**src/hw/rtl/kca_pkg.sv**
```systemverilog
// kca_pkg: shared widths, codes and color helpers for the keyframe color animator.
// No dependencies; used by the channel interfaces and by keyframe_color_animator.
package kca_pkg;

    localparam int ACTION_W = 2;
    localparam int POS_W    = 5;
    localparam int COLOR_W  = 6;
    localparam int STEP_W   = 16;
    localparam int REP_W    = 8;
    localparam int CH_W     = 8;
    localparam int CH_N     = 3;
    localparam int CFG_IDX_W  = 2;
    localparam int CFG_DATA_W = POS_W;

    localparam int KEYFRAMES_DEF = 32;
    localparam int TICK_BITS_DEF = 16;

    // slot lookup covers position + 1, which may reach 2**POS_W
    localparam int SLOT_N = 2 ** (POS_W + 1);

    localparam int unsigned LEVEL = 85;
    localparam logic [COLOR_W-1:0] RED_MASK   = 6'b110000;
    localparam logic [COLOR_W-1:0] GREEN_MASK = 6'b001100;
    localparam logic [COLOR_W-1:0] BLUE_MASK  = 6'b000011;

    localparam logic [ACTION_W-1:0] ACT_TICK  = 2'd0;
    localparam logic [ACTION_W-1:0] ACT_WRITE = 2'd1;
    localparam logic [ACTION_W-1:0] ACT_START = 2'd2;
    localparam logic [ACTION_W-1:0] ACT_FIXED = 2'd3;

    localparam logic [CFG_IDX_W-1:0] REG_LOOP_FIRST = 2'd0;
    localparam logic [CFG_IDX_W-1:0] REG_LOOP_LAST  = 2'd1;
    localparam logic [CFG_IDX_W-1:0] REG_FINAL_LAST = 2'd2;

    localparam logic [POS_W-1:0] LOOP_FIRST_RST = 5'd2;
    localparam logic [POS_W-1:0] LOOP_LAST_RST  = 5'd0;
    localparam logic [POS_W-1:0] FINAL_LAST_RST = 5'd0;

    // index 0 blue, 1 green, 2 red
    typedef logic [CH_N-1:0][CH_W-1:0] rgb_t;

    function automatic logic [CH_W-1:0] expand_channel(input logic [1:0] v);
        return CH_W'(32'(v) * LEVEL);
    endfunction

    function automatic rgb_t expand_color(input logic [COLOR_W-1:0] c);
        rgb_t rgb;
        logic [COLOR_W-1:0] r;
        logic [COLOR_W-1:0] g;
        logic [COLOR_W-1:0] b;
        r = c & RED_MASK;
        g = c & GREEN_MASK;
        b = c & BLUE_MASK;
        rgb[2] = expand_channel(r[5:4]);
        rgb[1] = expand_channel(g[3:2]);
        rgb[0] = expand_channel(b[1:0]);
        return rgb;
    endfunction

endpackage

```
**src/hw/rtl/kca_if.sv**
```systemverilog
// kca_if: valid/ready channels of the keyframe color animator (request,
// result and register write). Depends on kca_pkg.
interface kca_req_if;
    import kca_pkg::*;
    logic                valid;
    logic                ready;
    logic [ACTION_W-1:0] action;
    logic [POS_W-1:0]    key_index;
    logic [COLOR_W-1:0]  palette_code;
    logic [STEP_W-1:0]   step_ticks;
    logic [REP_W-1:0]    repeat_count;

    modport source (output valid, action, key_index, palette_code, step_ticks, repeat_count,
                    input ready);
    modport sink   (input valid, action, key_index, palette_code, step_ticks, repeat_count,
                    output ready);
endinterface

interface kca_rsp_if;
    import kca_pkg::*;
    logic            valid;
    logic            ready;
    logic [CH_W-1:0] red;
    logic [CH_W-1:0] green;
    logic [CH_W-1:0] blue;
    logic            running;
    logic            finished;

    modport source (output valid, red, green, blue, running, finished, input ready);
    modport sink   (input valid, red, green, blue, running, finished, output ready);
endinterface

interface kca_cfg_if;
    import kca_pkg::*;
    logic                  valid;
    logic                  ready;
    logic [CFG_IDX_W-1:0]  index;
    logic [CFG_DATA_W-1:0] data;

    modport source (output valid, index, data, input ready);
    modport sink   (input valid, index, data, output ready);
endinterface

```
**src/hw/rtl/keyframe_color_animator.sv**
```systemverilog
// keyframe_color_animator: RGB crossfade sequencer over a keyframe table.
// Depends on kca_pkg and the channels in kca_if.
//
// One request is handled at a time and each yields one result. Keyframe writes,
// fixed colors and ticks while stopped go straight to the result; starts and ticks
// reaching a zero-length keyframe first read the length memory, ticks ending the
// animation on the final keyframe the color memory. A tick within a segment blends,
// one entering a new segment reads its length first: the three channel blends run as
// six multiply-then-divide terms on one shared restoring divider (a multiply step and
// eight quotient steps per term) after single-port reads of the color and length
// memories. The result register lets the next request enter while a result waits; a
// second result then holds the block, and its input, until the receiver takes the first.
module keyframe_color_animator #(
    parameter int KEYFRAMES = kca_pkg::KEYFRAMES_DEF,
    parameter int TICK_BITS = kca_pkg::TICK_BITS_DEF
) (
    input logic    clk,
    input logic    rst_n,
    kca_cfg_if.sink cfg,
    kca_req_if.sink req,
    kca_rsp_if.source rsp
);
    import kca_pkg::*;

    localparam int AW = $clog2(KEYFRAMES);
    localparam int DW = TICK_BITS + CH_W;

    localparam logic [3:0] S_IDLE    = 4'd0;
    localparam logic [3:0] S_LEN_RD  = 4'd1;
    localparam logic [3:0] S_LEN_CHK = 4'd2;
    localparam logic [3:0] S_CA_RD   = 4'd3;
    localparam logic [3:0] S_CB_RD   = 4'd4;
    localparam logic [3:0] S_CB_GOT  = 4'd5;
    localparam logic [3:0] S_MUL     = 4'd6;
    localparam logic [3:0] S_DIV     = 4'd7;
    localparam logic [3:0] S_EMIT    = 4'd8;

    localparam logic [2:0] TERM_LAST = 3'd5;

    typedef logic [SLOT_N-1:0][AW-1:0] slot_tab_t;

    function automatic slot_tab_t build_slot_tab();
        slot_tab_t tab;
        for (int i = 0; i < SLOT_N; i++)
        begin
            tab[i] = AW'(i % KEYFRAMES);
        end
        return tab;
    endfunction

    localparam slot_tab_t SLOT_TAB = build_slot_tab();

    logic [COLOR_W-1:0]   color_mem [KEYFRAMES];
    logic [TICK_BITS-1:0] len_mem   [KEYFRAMES];

    logic [3:0]           state_reg;
    rgb_t                 shown_reg;
    logic [POS_W-1:0]     pos_reg;
    logic [TICK_BITS-1:0] tick_reg;
    logic [TICK_BITS-1:0] len_reg;
    logic [REP_W-1:0]     rep_reg;
    logic                 fin_reg;
    logic                 start_reg;
    logic                 final_reg;
    logic [POS_W-1:0]     loop_first_reg;
    logic [POS_W-1:0]     loop_last_reg;
    logic [POS_W-1:0]     final_last_reg;

    logic [COLOR_W-1:0]   ca_reg;
    logic [COLOR_W-1:0]   cb_reg;
    logic [DW-1:0]        rem_reg;
    logic [CH_W-1:0]      q_reg;
    logic [2:0]           term_reg;
    logic [2:0]           bit_reg;
    rgb_t                 res_reg;

    logic                 out_valid_reg;
    rgb_t                 out_rgb_reg;
    logic                 out_running_reg;
    logic                 out_finished_reg;

    logic [COLOR_W-1:0]   color_q;
    logic [TICK_BITS-1:0] len_q;

    logic                 req_fire;
    logic [AW-1:0]        pos_slot;
    logic [AW-1:0]        next_slot;
    logic [AW-1:0]        key_slot;
    logic [AW-1:0]        color_raddr;
    logic                 color_we;
    logic [AW-1:0]        color_waddr;
    logic [COLOR_W-1:0]   color_wdata;
    logic                 len_we;

    logic [1:0]           ch;
    logic [COLOR_W-1:0]   src_idx;
    logic [1:0]           src_bits;
    logic [CH_W-1:0]      src_level;
    logic [TICK_BITS-1:0] mult_op;
    logic [DW-1:0]        div_sh;
    logic                 take;
    logic [CH_W-1:0]      q_next;
    rgb_t                 res_next;
    logic                 out_free;

    assign req_fire  = req.valid && req.ready;
    assign req.ready = (state_reg == S_IDLE);
    assign cfg.ready = 1'b1;
    assign out_free  = !out_valid_reg || rsp.ready;

    assign pos_slot  = SLOT_TAB[{1'b0, pos_reg}];
    assign next_slot = SLOT_TAB[{1'b0, pos_reg} + 6'd1];
    assign key_slot  = SLOT_TAB[{1'b0, req.key_index}];
    assign color_raddr = (state_reg == S_CA_RD) ? pos_slot : next_slot;

    assign color_we    = req_fire && (req.action == ACT_WRITE || req.action == ACT_FIXED);
    assign color_waddr = (req.action == ACT_WRITE) ? key_slot : '0;
    assign color_wdata = req.palette_code;
    assign len_we      = req_fire && (req.action == ACT_WRITE);

    always_ff @(posedge clk)
    begin
        if (color_we)
        begin
            color_mem[color_waddr] <= color_wdata;
        end
        color_q <= color_mem[color_raddr];
    end

    always_ff @(posedge clk)
    begin
        if (len_we)
        begin
            len_mem[key_slot] <= TICK_BITS'(req.step_ticks);
        end
        len_q <= len_mem[pos_slot];
    end

    // blend term: even terms a*(L-t), odd terms b*t, then divided by L
    assign ch      = term_reg[2:1];
    assign src_idx = term_reg[0] ? cb_reg : ca_reg;
    assign mult_op = term_reg[0] ? tick_reg : (len_reg - tick_reg);

    always_comb
    begin
        unique case (ch)
            2'd0:    src_bits = src_idx[1:0];
            2'd1:    src_bits = src_idx[3:2];
            2'd2:    src_bits = src_idx[5:4];
            default: src_bits = 2'd0;
        endcase
    end

    assign src_level = expand_channel(src_bits);
    assign div_sh    = DW'(len_reg) << bit_reg;
    assign take      = (rem_reg >= div_sh);
    assign q_next    = {q_reg[CH_W-2:0], take};

    always_comb
    begin
        res_next = res_reg;
        unique case (ch)
            2'd0:    res_next[0] = res_reg[0] + q_next;
            2'd1:    res_next[1] = res_reg[1] + q_next;
            2'd2:    res_next[2] = res_reg[2] + q_next;
            default: res_next = res_reg;
        endcase
    end

    always_ff @(posedge clk or negedge rst_n)
    begin
        if (!rst_n)
        begin
            loop_first_reg <= LOOP_FIRST_RST;
            loop_last_reg  <= LOOP_LAST_RST;
            final_last_reg <= FINAL_LAST_RST;
        end
        else if (cfg.valid && cfg.ready)
        begin
            unique case (cfg.index)
                REG_LOOP_FIRST: loop_first_reg <= cfg.data;
                REG_LOOP_LAST:  loop_last_reg  <= cfg.data;
                REG_FINAL_LAST: final_last_reg <= cfg.data;
                default:        ;
            endcase
        end
    end

    always_ff @(posedge clk or negedge rst_n)
    begin
        if (!rst_n)
        begin
            state_reg        <= S_IDLE;
            shown_reg        <= '0;
            pos_reg          <= '0;
            tick_reg         <= '0;
            len_reg          <= '0;
            rep_reg          <= '0;
            fin_reg          <= 1'b0;
            start_reg        <= 1'b0;
            final_reg        <= 1'b0;
            ca_reg           <= '0;
            cb_reg           <= '0;
            rem_reg          <= '0;
            q_reg            <= '0;
            term_reg         <= '0;
            bit_reg          <= '0;
            res_reg          <= '0;
            out_valid_reg    <= 1'b0;
            out_rgb_reg      <= '0;
            out_running_reg  <= 1'b0;
            out_finished_reg <= 1'b0;
        end
        else
        begin
            if (out_valid_reg && rsp.ready && state_reg != S_EMIT)
            begin
                out_valid_reg <= 1'b0;
            end

            unique case (state_reg)
                S_IDLE:
                begin
                    if (req_fire)
                    begin
                        fin_reg   <= 1'b0;
                        start_reg <= 1'b0;
                        final_reg <= 1'b0;
                        unique case (req.action)
                            ACT_TICK:
                            begin
                                priority if (len_reg == '0)
                                begin
                                    state_reg <= S_EMIT;
                                end
                                else if (tick_reg < len_reg)
                                begin
                                    tick_reg  <= tick_reg + 1'b1;
                                    state_reg <= S_CA_RD;
                                end
                                else if (rep_reg != REP_W'(1) && pos_reg == loop_last_reg)
                                begin
                                    if (rep_reg > REP_W'(1))
                                    begin
                                        rep_reg <= rep_reg - 1'b1;
                                    end
                                    pos_reg   <= loop_first_reg;
                                    tick_reg  <= '0;
                                    state_reg <= S_LEN_RD;
                                end
                                else if (rep_reg == REP_W'(1) && pos_reg == final_last_reg)
                                begin
                                    len_reg   <= '0;
                                    final_reg <= 1'b1;
                                    state_reg <= S_CB_RD;
                                end
                                else
                                begin
                                    pos_reg   <= pos_reg + 1'b1;
                                    tick_reg  <= '0;
                                    state_reg <= S_LEN_RD;
                                end
                            end
                            ACT_WRITE:
                            begin
                                state_reg <= S_EMIT;
                            end
                            ACT_START:
                            begin
                                pos_reg   <= '0;
                                tick_reg  <= '0;
                                rep_reg   <= req.repeat_count;
                                start_reg <= 1'b1;
                                state_reg <= S_LEN_RD;
                            end
                            ACT_FIXED:
                            begin
                                len_reg   <= '0;
                                shown_reg <= expand_color(req.palette_code);
                                state_reg <= S_EMIT;
                            end
                            default:
                            begin
                                state_reg <= S_EMIT;
                            end
                        endcase
                    end
                end
                S_LEN_RD:
                begin
                    state_reg <= S_LEN_CHK;
                end
                S_LEN_CHK:
                begin
                    len_reg <= len_q;
                    priority if (start_reg)
                    begin
                        state_reg <= S_EMIT;
                    end
                    else if (len_q == '0)
                    begin
                        fin_reg   <= 1'b1;
                        state_reg <= S_EMIT;
                    end
                    else
                    begin
                        state_reg <= S_CA_RD;
                    end
                end
                S_CA_RD:
                begin
                    state_reg <= S_CB_RD;
                end
                S_CB_RD:
                begin
                    ca_reg    <= color_q;
                    state_reg <= S_CB_GOT;
                end
                S_CB_GOT:
                begin
                    if (final_reg)
                    begin
                        shown_reg <= expand_color(color_q);
                        fin_reg   <= 1'b1;
                        state_reg <= S_EMIT;
                    end
                    else
                    begin
                        cb_reg    <= color_q;
                        term_reg  <= '0;
                        res_reg   <= '0;
                        state_reg <= S_MUL;
                    end
                end
                S_MUL:
                begin
                    rem_reg   <= DW'(src_level) * DW'(mult_op);
                    q_reg     <= '0;
                    bit_reg   <= 3'd7;
                    state_reg <= S_DIV;
                end
                S_DIV:
                begin
                    if (take)
                    begin
                        rem_reg <= rem_reg - div_sh;
                    end
                    q_reg <= q_next;
                    if (bit_reg == 3'd0)
                    begin
                        res_reg <= res_next;
                        if (term_reg == TERM_LAST)
                        begin
                            shown_reg <= res_next;
                            state_reg <= S_EMIT;
                        end
                        else
                        begin
                            term_reg  <= term_reg + 1'b1;
                            state_reg <= S_MUL;
                        end
                    end
                    else
                    begin
                        bit_reg <= bit_reg - 1'b1;
                    end
                end
                S_EMIT:
                begin
                    if (out_free)
                    begin
                        out_valid_reg    <= 1'b1;
                        out_rgb_reg      <= shown_reg;
                        out_running_reg  <= (len_reg != '0);
                        out_finished_reg <= fin_reg;
                        state_reg        <= S_IDLE;
                    end
                end
                default:
                begin
                    state_reg <= S_IDLE;
                end
            endcase
        end
    end

    assign rsp.valid    = out_valid_reg;
    assign rsp.red      = out_rgb_reg[2];
    assign rsp.green    = out_rgb_reg[1];
    assign rsp.blue     = out_rgb_reg[0];
    assign rsp.running  = out_running_reg;
    assign rsp.finished = out_finished_reg;

endmodule
```
**src/flat_wrapper.sv**
```systemverilog
// flat-port wrapper written by rule: the top's interface ports become plain ports
module keyframe_color_animator_flat import kca_pkg::*;
#(
    parameter int KEYFRAMES = kca_pkg::KEYFRAMES_DEF,
    parameter int TICK_BITS = kca_pkg::TICK_BITS_DEF
)
  (clk, rst_n, cfg_valid, cfg_index, cfg_data, cfg_ready, req_valid, req_action, req_key_index, req_palette_code, req_step_ticks, req_repeat_count, req_ready, rsp_valid, rsp_red, rsp_green, rsp_blue, rsp_running, rsp_finished, rsp_ready);
  kca_cfg_if cfg_i ();
  kca_req_if req_i ();
  kca_rsp_if rsp_i ();
  input logic clk;
  input logic rst_n;
  input wire logic [$bits(cfg_i.valid)-1:0] cfg_valid;
  input wire logic [$bits(cfg_i.index)-1:0] cfg_index;
  input wire logic [$bits(cfg_i.data)-1:0] cfg_data;
  output wire logic [$bits(cfg_i.ready)-1:0] cfg_ready;
  input wire logic [$bits(req_i.valid)-1:0] req_valid;
  input wire logic [$bits(req_i.action)-1:0] req_action;
  input wire logic [$bits(req_i.key_index)-1:0] req_key_index;
  input wire logic [$bits(req_i.palette_code)-1:0] req_palette_code;
  input wire logic [$bits(req_i.step_ticks)-1:0] req_step_ticks;
  input wire logic [$bits(req_i.repeat_count)-1:0] req_repeat_count;
  output wire logic [$bits(req_i.ready)-1:0] req_ready;
  output wire logic [$bits(rsp_i.valid)-1:0] rsp_valid;
  output wire logic [$bits(rsp_i.red)-1:0] rsp_red;
  output wire logic [$bits(rsp_i.green)-1:0] rsp_green;
  output wire logic [$bits(rsp_i.blue)-1:0] rsp_blue;
  output wire logic [$bits(rsp_i.running)-1:0] rsp_running;
  output wire logic [$bits(rsp_i.finished)-1:0] rsp_finished;
  input wire logic [$bits(rsp_i.ready)-1:0] rsp_ready;
  assign cfg_i.valid = cfg_valid;
  assign cfg_i.index = cfg_index;
  assign cfg_i.data = cfg_data;
  assign cfg_ready = cfg_i.ready;
  assign req_i.valid = req_valid;
  assign req_i.action = req_action;
  assign req_i.key_index = req_key_index;
  assign req_i.palette_code = req_palette_code;
  assign req_i.step_ticks = req_step_ticks;
  assign req_i.repeat_count = req_repeat_count;
  assign req_ready = req_i.ready;
  assign rsp_valid = rsp_i.valid;
  assign rsp_red = rsp_i.red;
  assign rsp_green = rsp_i.green;
  assign rsp_blue = rsp_i.blue;
  assign rsp_running = rsp_i.running;
  assign rsp_finished = rsp_i.finished;
  assign rsp_i.ready = rsp_ready;
  keyframe_color_animator #(.KEYFRAMES(KEYFRAMES), .TICK_BITS(TICK_BITS)) u_core (.clk(clk), .rst_n(rst_n), .cfg(cfg_i), .req(req_i), .rsp(rsp_i));
endmodule
```
**config.mk**
```make
export PLATFORM = sky130hd
export DESIGN_NAME = keyframe_color_animator_flat
export DESIGN_NICKNAME = d
export VERILOG_FILES = /design/src/hw/rtl/kca_pkg.sv /design/src/hw/rtl/kca_if.sv /design/src/hw/rtl/keyframe_color_animator.sv /design/src/flat_wrapper.sv
export SDC_FILE = /design/constraint.sdc
export NUM_CORES = 2
export LEC_CHECK = 0
export ABC_AREA = 1
export BUFFER_PORTS_ARGS = -buffer_cell sky130_fd_sc_hd__buf_2
export CORE_ASPECT_RATIO = 0.9
export CORE_MARGIN = 2
export CORE_UTILIZATION = 45
export DETAILED_ROUTE_END_ITERATION = 6
export RECOVER_POWER = 100
export SLEW_MARGIN = 5
export SYNTH_ARGS = -nofsm -noshare
export SYNTH_HDL_FRONTEND = slang
export SYNTH_SLANG_ARGS = --single-unit
```
**constraint.sdc**
```tcl
create_clock -name clk -period 7.52 [get_ports clk]
set_input_delay 0.752 -clock clk [delete_from_list [all_inputs] [get_ports clk]]
set_output_delay 0.752 -clock clk [all_outputs]
set_load 0.02 [all_outputs]
```
# After elaboration in Yosys (flattened, before gate mapping)
# Memories as Yosys holds them, arrays and structs flattened. A register that Yosys moved wholly into a read port is not among the register bits.
# Cells that the tools add are included.
# totals
register_bits	191
latchBits	0
mem_bits_rw	704
rom_bits	640
inputBits	49
word_cells	229
mem_count	5
# memory_table
memory	words	word_bits	rd	rd_clocked_by_memory_dff	wr	line_no	source
u_core.len_mem	32	16	1	1	1	keyframe_color_animator.sv:54	logic [TICK_BITS-1:0] len_mem [KEYFRAMES];
(name not given)	64	5	1	0	0	keyframe_color_animator.sv:112	assign next_slot = SLOT_TAB[{1'b0, pos_reg} + 6'd1];
u_core.color_mem	32	6	1	1	1	keyframe_color_animator.sv:53	logic [COLOR_W-1:0] color_mem [KEYFRAMES];
(name not given)	32	5	1	0	0	keyframe_color_animator.sv:113	assign key_slot = SLOT_TAB[{1'b0, req.key_index}];
(name not given)	32	5	1	0	0	keyframe_color_animator.sv:111	assign pos_slot = SLOT_TAB[{1'b0, pos_reg}];
# classes
n_addsub	11
multipliers	8
n_div	0
magnitude_cmp	6
n_eq_ne	44
shifts	1
n_mux	82
n_bitwise	1
n_reduce_logical	42
# ops
operator	n
$mux 24	8
$mux 16	10
$pmux 16 s2	3
$pmux 24 s2	2
$pmux 24 s3	1
$mul 2x7->8 const B	7
$mux 8	7
$mux 5	9
$mux 4	10
$pmux 4 s9	1
$logic_not 16->1	2
$add 8x8->8	3
$ge 24x24->1	1
$mul 8x16->24	1
$shl 16x3->24	1
$sub 24x24->24	1
$mux 1	17
$add 16x1->16 const B	1
$eq 4x3->1 const B	4
$lt 16x16->1	1
$ne 2x1->1 const B	8
$ne 2x2->1 const B	8
$pmux 8 s2	1
$reduce_and 2->1	8
other kinds (46)	80

# Logic depth before layout (Yosys ltp)
# logic_depth
ltp_word	9
mapped_depth	34
mapped_depth_nobuf	34

# Least setup slack after synthesis
# No wires, ideal clock.
# synth_timing
path_type	register -> register
startpoint	register u_core.len_reg[0]
endpoint	register u_core.rem_reg[15]
setup_time_ns	0.117
t_arrival_ns	5.477
required_time_ns	7.403
slack_ns	1.926
path_stages_with_launch	34
n_path_buf	0
path_cell_list	dfrtp_1 inv_1 ha_1 fa_1 inv_1 nand2_1 nand2_1 nand3_1 nand2_1 inv_1 or2_2 nand3_1 o21ai_0 nor2_1 inv_1 fa_1 inv_1 fa_1 fa_1 inv_1 fa_1 inv_1 ha_1 nand2_1 inv_1 nand2_1 and2_1 nand2_1 a21oi_1 or2_2 nand2_1 nand2_1 nand2_1 nand2_1
# synth_via
elab_chain_cells	4
word_cells_on_any_way	10
cone_classes	add/sub (2); mul (1); order compare (1); eq/ne (1); shift (1); mux (3); reduce/logical (1)
# synth_lines
item	line_no	source
start, declared	keyframe_color_animator.sv:60	logic [TICK_BITS-1:0] len_reg;
start signal, assigned	keyframe_color_animator.sv:295	len_reg <= len_q;
$sub 16x16->16 / $shl 16x3->24 (equally long branches)	keyframe_color_animator.sv:142, keyframe_color_animator.sv:155	
$mux 16, or another cell as far along	keyframe_color_animator.sv:142	assign mult_op = term_reg[0] ? tick_reg : (len_reg - tick_reg);
$mul 8x16->24, or another cell as far along	keyframe_color_animator.sv:337	rem_reg <= DW'(src_level) * DW'(mult_op);
$pmux 24 s2 / $reduce_and 2->1 (equally long branches)	-	
end signal, assigned	keyframe_color_animator.sv:337	
end signal, assigned	keyframe_color_animator.sv:346	rem_reg <= rem_reg - div_sh;
end, declared	keyframe_color_animator.sv:71	logic [DW-1:0] rem_reg;
# Parallel ways exist; a longest one is shown, timed or not. The select of a mux whose other input is x is not followed.
# A chain may end at the register's enable or synchronous reset.

# Worst setup path after layout
# layout_timing
startpoint	register u_core.pos_reg[1]
endpoint	register u_core.tick_reg[14]
# layout_via
elab_chain_cells	6
word_cells_on_any_way	10
cone_classes	eq/ne (3); mux (4); reduce/logical (3)
# layout_lines
item	line_no	source
start, declared	keyframe_color_animator.sv:58	logic [POS_W-1:0] pos_reg;
start signal, assigned	keyframe_color_animator.sv:247	pos_reg <= loop_first_reg;
start signal, assigned	keyframe_color_animator.sv:259	pos_reg <= pos_reg + 1'b1;
$eq 5x5->1	keyframe_color_animator.sv:241	else if (rep_reg != REP_W'(1) && pos_reg == loop_last_reg)
$logic_and 1x1->1	keyframe_color_animator.sv:241	
$mux 16	keyframe_color_animator.sv:241	
$mux 16	keyframe_color_animator.sv:236	else if (tick_reg < len_reg)
$mux 16	keyframe_color_animator.sv:232	priority if (len_reg == '0)
$pmux 16 s2	keyframe_color_animator.sv:229	unique case (req.action)
end signal, assigned	keyframe_color_animator.sv:238	tick_reg <= tick_reg + 1'b1;
end, declared	keyframe_color_animator.sv:59	logic [TICK_BITS-1:0] tick_reg;
# Parallel ways exist; a longest one is shown, timed or not. The select of a mux whose other input is x is not followed.

==> flow_metrics.tcl <==
set metrics [dict create \
    critical_path.max_fanout 68 \
    r2r_start "u_core.pos_reg[1]" \
    syn_avg_cell_area_um2 9.671 \
    clk-insertion-delay-late_ns 0.70 \
    setup_viol 0 \
    violations "capacitance limit, slew limit" \
    synthCells 4800 \
    route.detailed.drc 0 \
    power.density_cell_area_nw_per_um2 229.6 \
    internal_dissipation_mw 8.620 \
    wl_per_cell_um 20.85 \
    grt_overflow 0 \
    num_antenna_cells 0 \
    fmax_mhz 147.0 \
    seq_area_frac_synth 0.5679 \
    multi_input_area_um2 17180 \
    seq_pwr_share 0.483 \
    route.vias.total 34330 \
    grt_pass1_vias 32700 \
    synth.net_count 5054 \
    buffer_ports.inserted 76 \
    fin_tns_setup_ns 0 \
    fp.coreArea_um2 102100 \
    antenna_found_initial 4 \
    netlist_area_um2 46420 \
    swShare 0.2631 \
    cts_tree "yes" \
    setup.worst_path.start_class "register" \
    io_pins 78 \
    mostFrequentLayoutCell "sky130_fd_sc_hd__nand2_1" \
    cts.htree.levels 3 \
    period_minus_slack_ns 6.804 \
    track_usage 0.2454 \
    row_count 111 \
    regArea_um2 26370 \
    layout_skew_ns 0.05686 \
    crit_path_end_kind "register" \
    areaGrowthSynthToFinish_pct 9.763 \
    gp_congestion 0.9021 \
    power_leakage_nw 20.86 \
    post_cts_buffers 0 \
    cts_buffer_depth 3 \
    share_clk_of_total_power 0.406 \
    worst_pin_slew_ns 6.151 \
    cts_buffers 96 \
    reg.largest.list "u_core.len_mem x512, u_core.color_mem x192" \
    drv_cap 40 \
    grt_start_max_net_pins 138 \
    hold_path_class "in -> reg" \
    routed_wl_um 130200 \
    cts.reportedPaths.clkPinSlew_ns 0.06 \
    synth-warning-count 0 \
    drv_slew 1263 \
    p_switching_mw 3.077 \
    floorplan.die.width_um 342.6 \
    fin_crit_sh 0.9048 \
    synth_edf_count 704 \
    relSlewSlack -3.100 \
    vdd_ir_drop_max_v 0.0002026 \
    drive_above_1_share 0.04909 \
    crit_arrival_ns 7.36 \
    mostFrequentLayoutCells "sky130_fd_sc_hd__nand2_1, sky130_fd_sc_hd__edfxtp_1, sky130_fd_sc_hd__nor2_1, sky130_fd_sc_hd__inv_1, sky130_fd_sc_hd__o21ai_0" \
    clock_sink_count 917 \
    cts.hold.buffers_added 0 \
    rsz0062_at_grt "false" \
    distinct_cell_type_count_of_the_synthesized_netlist 54 \
    setup.worst_path.class "reg -> reg" \
    die_height_um 308.7 \
    pwr-share-comb 0.111 \
    final_antenna_net_count 0 \
    dieArea_um2 105700 \
    dpl.hpwl_um 83060 \
    worst_hold_slack_ns 0.3692 \
    origin_of_the_worst_min_delay_path "req_repeat_count[2]" \
    outcome "complete, but fails checks" \
    grt_first_pass_wirelength_um 197800 \
    ys_ff_latch 917 \
    placed_cells 6072 \
    hold_violations 0 \
    ctsResizeCount 0 \
    initial_core_util 0.4548 \
    clock-root-buffer "sky130_fd_sc_hd__clkbuf_16" \
    cp.required_ns 8.07 \
    layout.cells.non_filler 6245 \
    drt-initial-drc-count 3810 \
    firstDrtPassIters 5 \
    synth_async_sr_flop_share 0.2083 \
    fillers 9514 \
    detail_route.vias_per_cell 5.497 \
    finalNetCount 5068 \
    critPathLaunch "u_core.pos_reg[1]" \
    flip_flop_cell_with_the_highest_count_after_synthesis "sky130_fd_sc_hd__edfxtp_1" \
    fin_util 0.4991 \
    largest_register_ff_count 512 \
    registers.top_by_ff_count "u_core.len_mem" \
]
## final timing paths
check                                 endpoint  slack [ns]  cells past startpoint
max in group asynchronous   u_core.res_reg[13]        1.73                      1
setup reg to reg           u_core.tick_reg[14]        0.72                      8
hold reg to reg             u_core.len_reg[12]        0.46                      2
setup / recovery           u_core.tick_reg[14]        0.72                      8
hold / removal               u_core.rep_reg[2]        0.37                      5
min in group asynchronous    u_core.rsp.red[1]        2.36                      1
## critical path, stage by stage, from the launching register on
cell and delay, ns:
sky130_fd_sc_hd__dfrtp_1 2.04, sky130_fd_sc_hd__clkbuf_1 2.40, sky130_fd_sc_hd__xnor2_1 0.25, sky130_fd_sc_hd__nand3_1 0.11, sky130_fd_sc_hd__nor2_1 0.39, sky130_fd_sc_hd__inv_1 0.31
sky130_fd_sc_hd__nand4_1 0.28, sky130_fd_sc_hd__nand2_1 0.52, sky130_fd_sc_hd__o21ai_0 0.34
## through the flow
step           setup WS (ns)  power (mW)  cell area (µm²)
3_3_place_gp           1.239       7.027            48080
5_1_grt               0.3431       12.11            50950
6_report              0.7160       11.70            50950
3_5_place_dp           1.110       7.039            48080
4_1_cts                1.161       11.76            51230
2_1_floorplan          1.926       6.575            46420
## area by class of cell
type,count,share of cell area
flip-flops and latches,917,0.5175
multi-input cells,3157,0.3373
clock buffers,114,0.04985
inverters,507,0.03752
well taps,1356,0.03330
repair buffers,135,0.01270
clock inverters,59,0.01191
## kinds of logic after synthesis
group	synth area share
AO/OA/AOI/OAI	0.09792
XOR/XNOR	0.01000
adder cells (fa/ha/maj)	0.06965
buffers and inverters	0.06218
flip-flops	0.5679
multiplexers	0.0004313
other	0.00008078
AND/OR/NAND/NOR	0.1919
## power by group through the flow
stage,registers [mW],clock network (mW),logic [mW]
after detailed placement,5.75,0,1.29
after CTS,5.64,4.82,1.30
final,5.65,4.75,1.30
after global routing,5.66,5.01,1.45
after global placement,5.75,0,1.28
after floorplan,5.70,0,0.873
## metal layers
metal  up-vias  track usage  part of all wire
met5         -            0           0.00036
met4         8      0.07660             0.029
met3       215      0.04794             0.082
met2      1223       0.3627              0.43
met1     16540       0.3642              0.46
li1      16340            -                 -
## cells in the mapped netlist (all sizes together), types with 80 or more instances
master | instances | area, µm²
nand2 | 1003 | 3790
edfxtp | 704 | 21140
nor2 | 570 | 2155
inv | 503 | 1891
o21ai | 473 | 2375
nand3 | 364 | 1837
dfrtp | 190 | 4755
clkbuf | 135 | 506.7
a21oi | 121 | 605.6
ha | 116 | 1451
o221ai | 94 | 823.3
fa | 89 | 1782
buf | 84 | 474.2
nand3b | 80 | 600.6
Power figures use the tool's default switching activity.
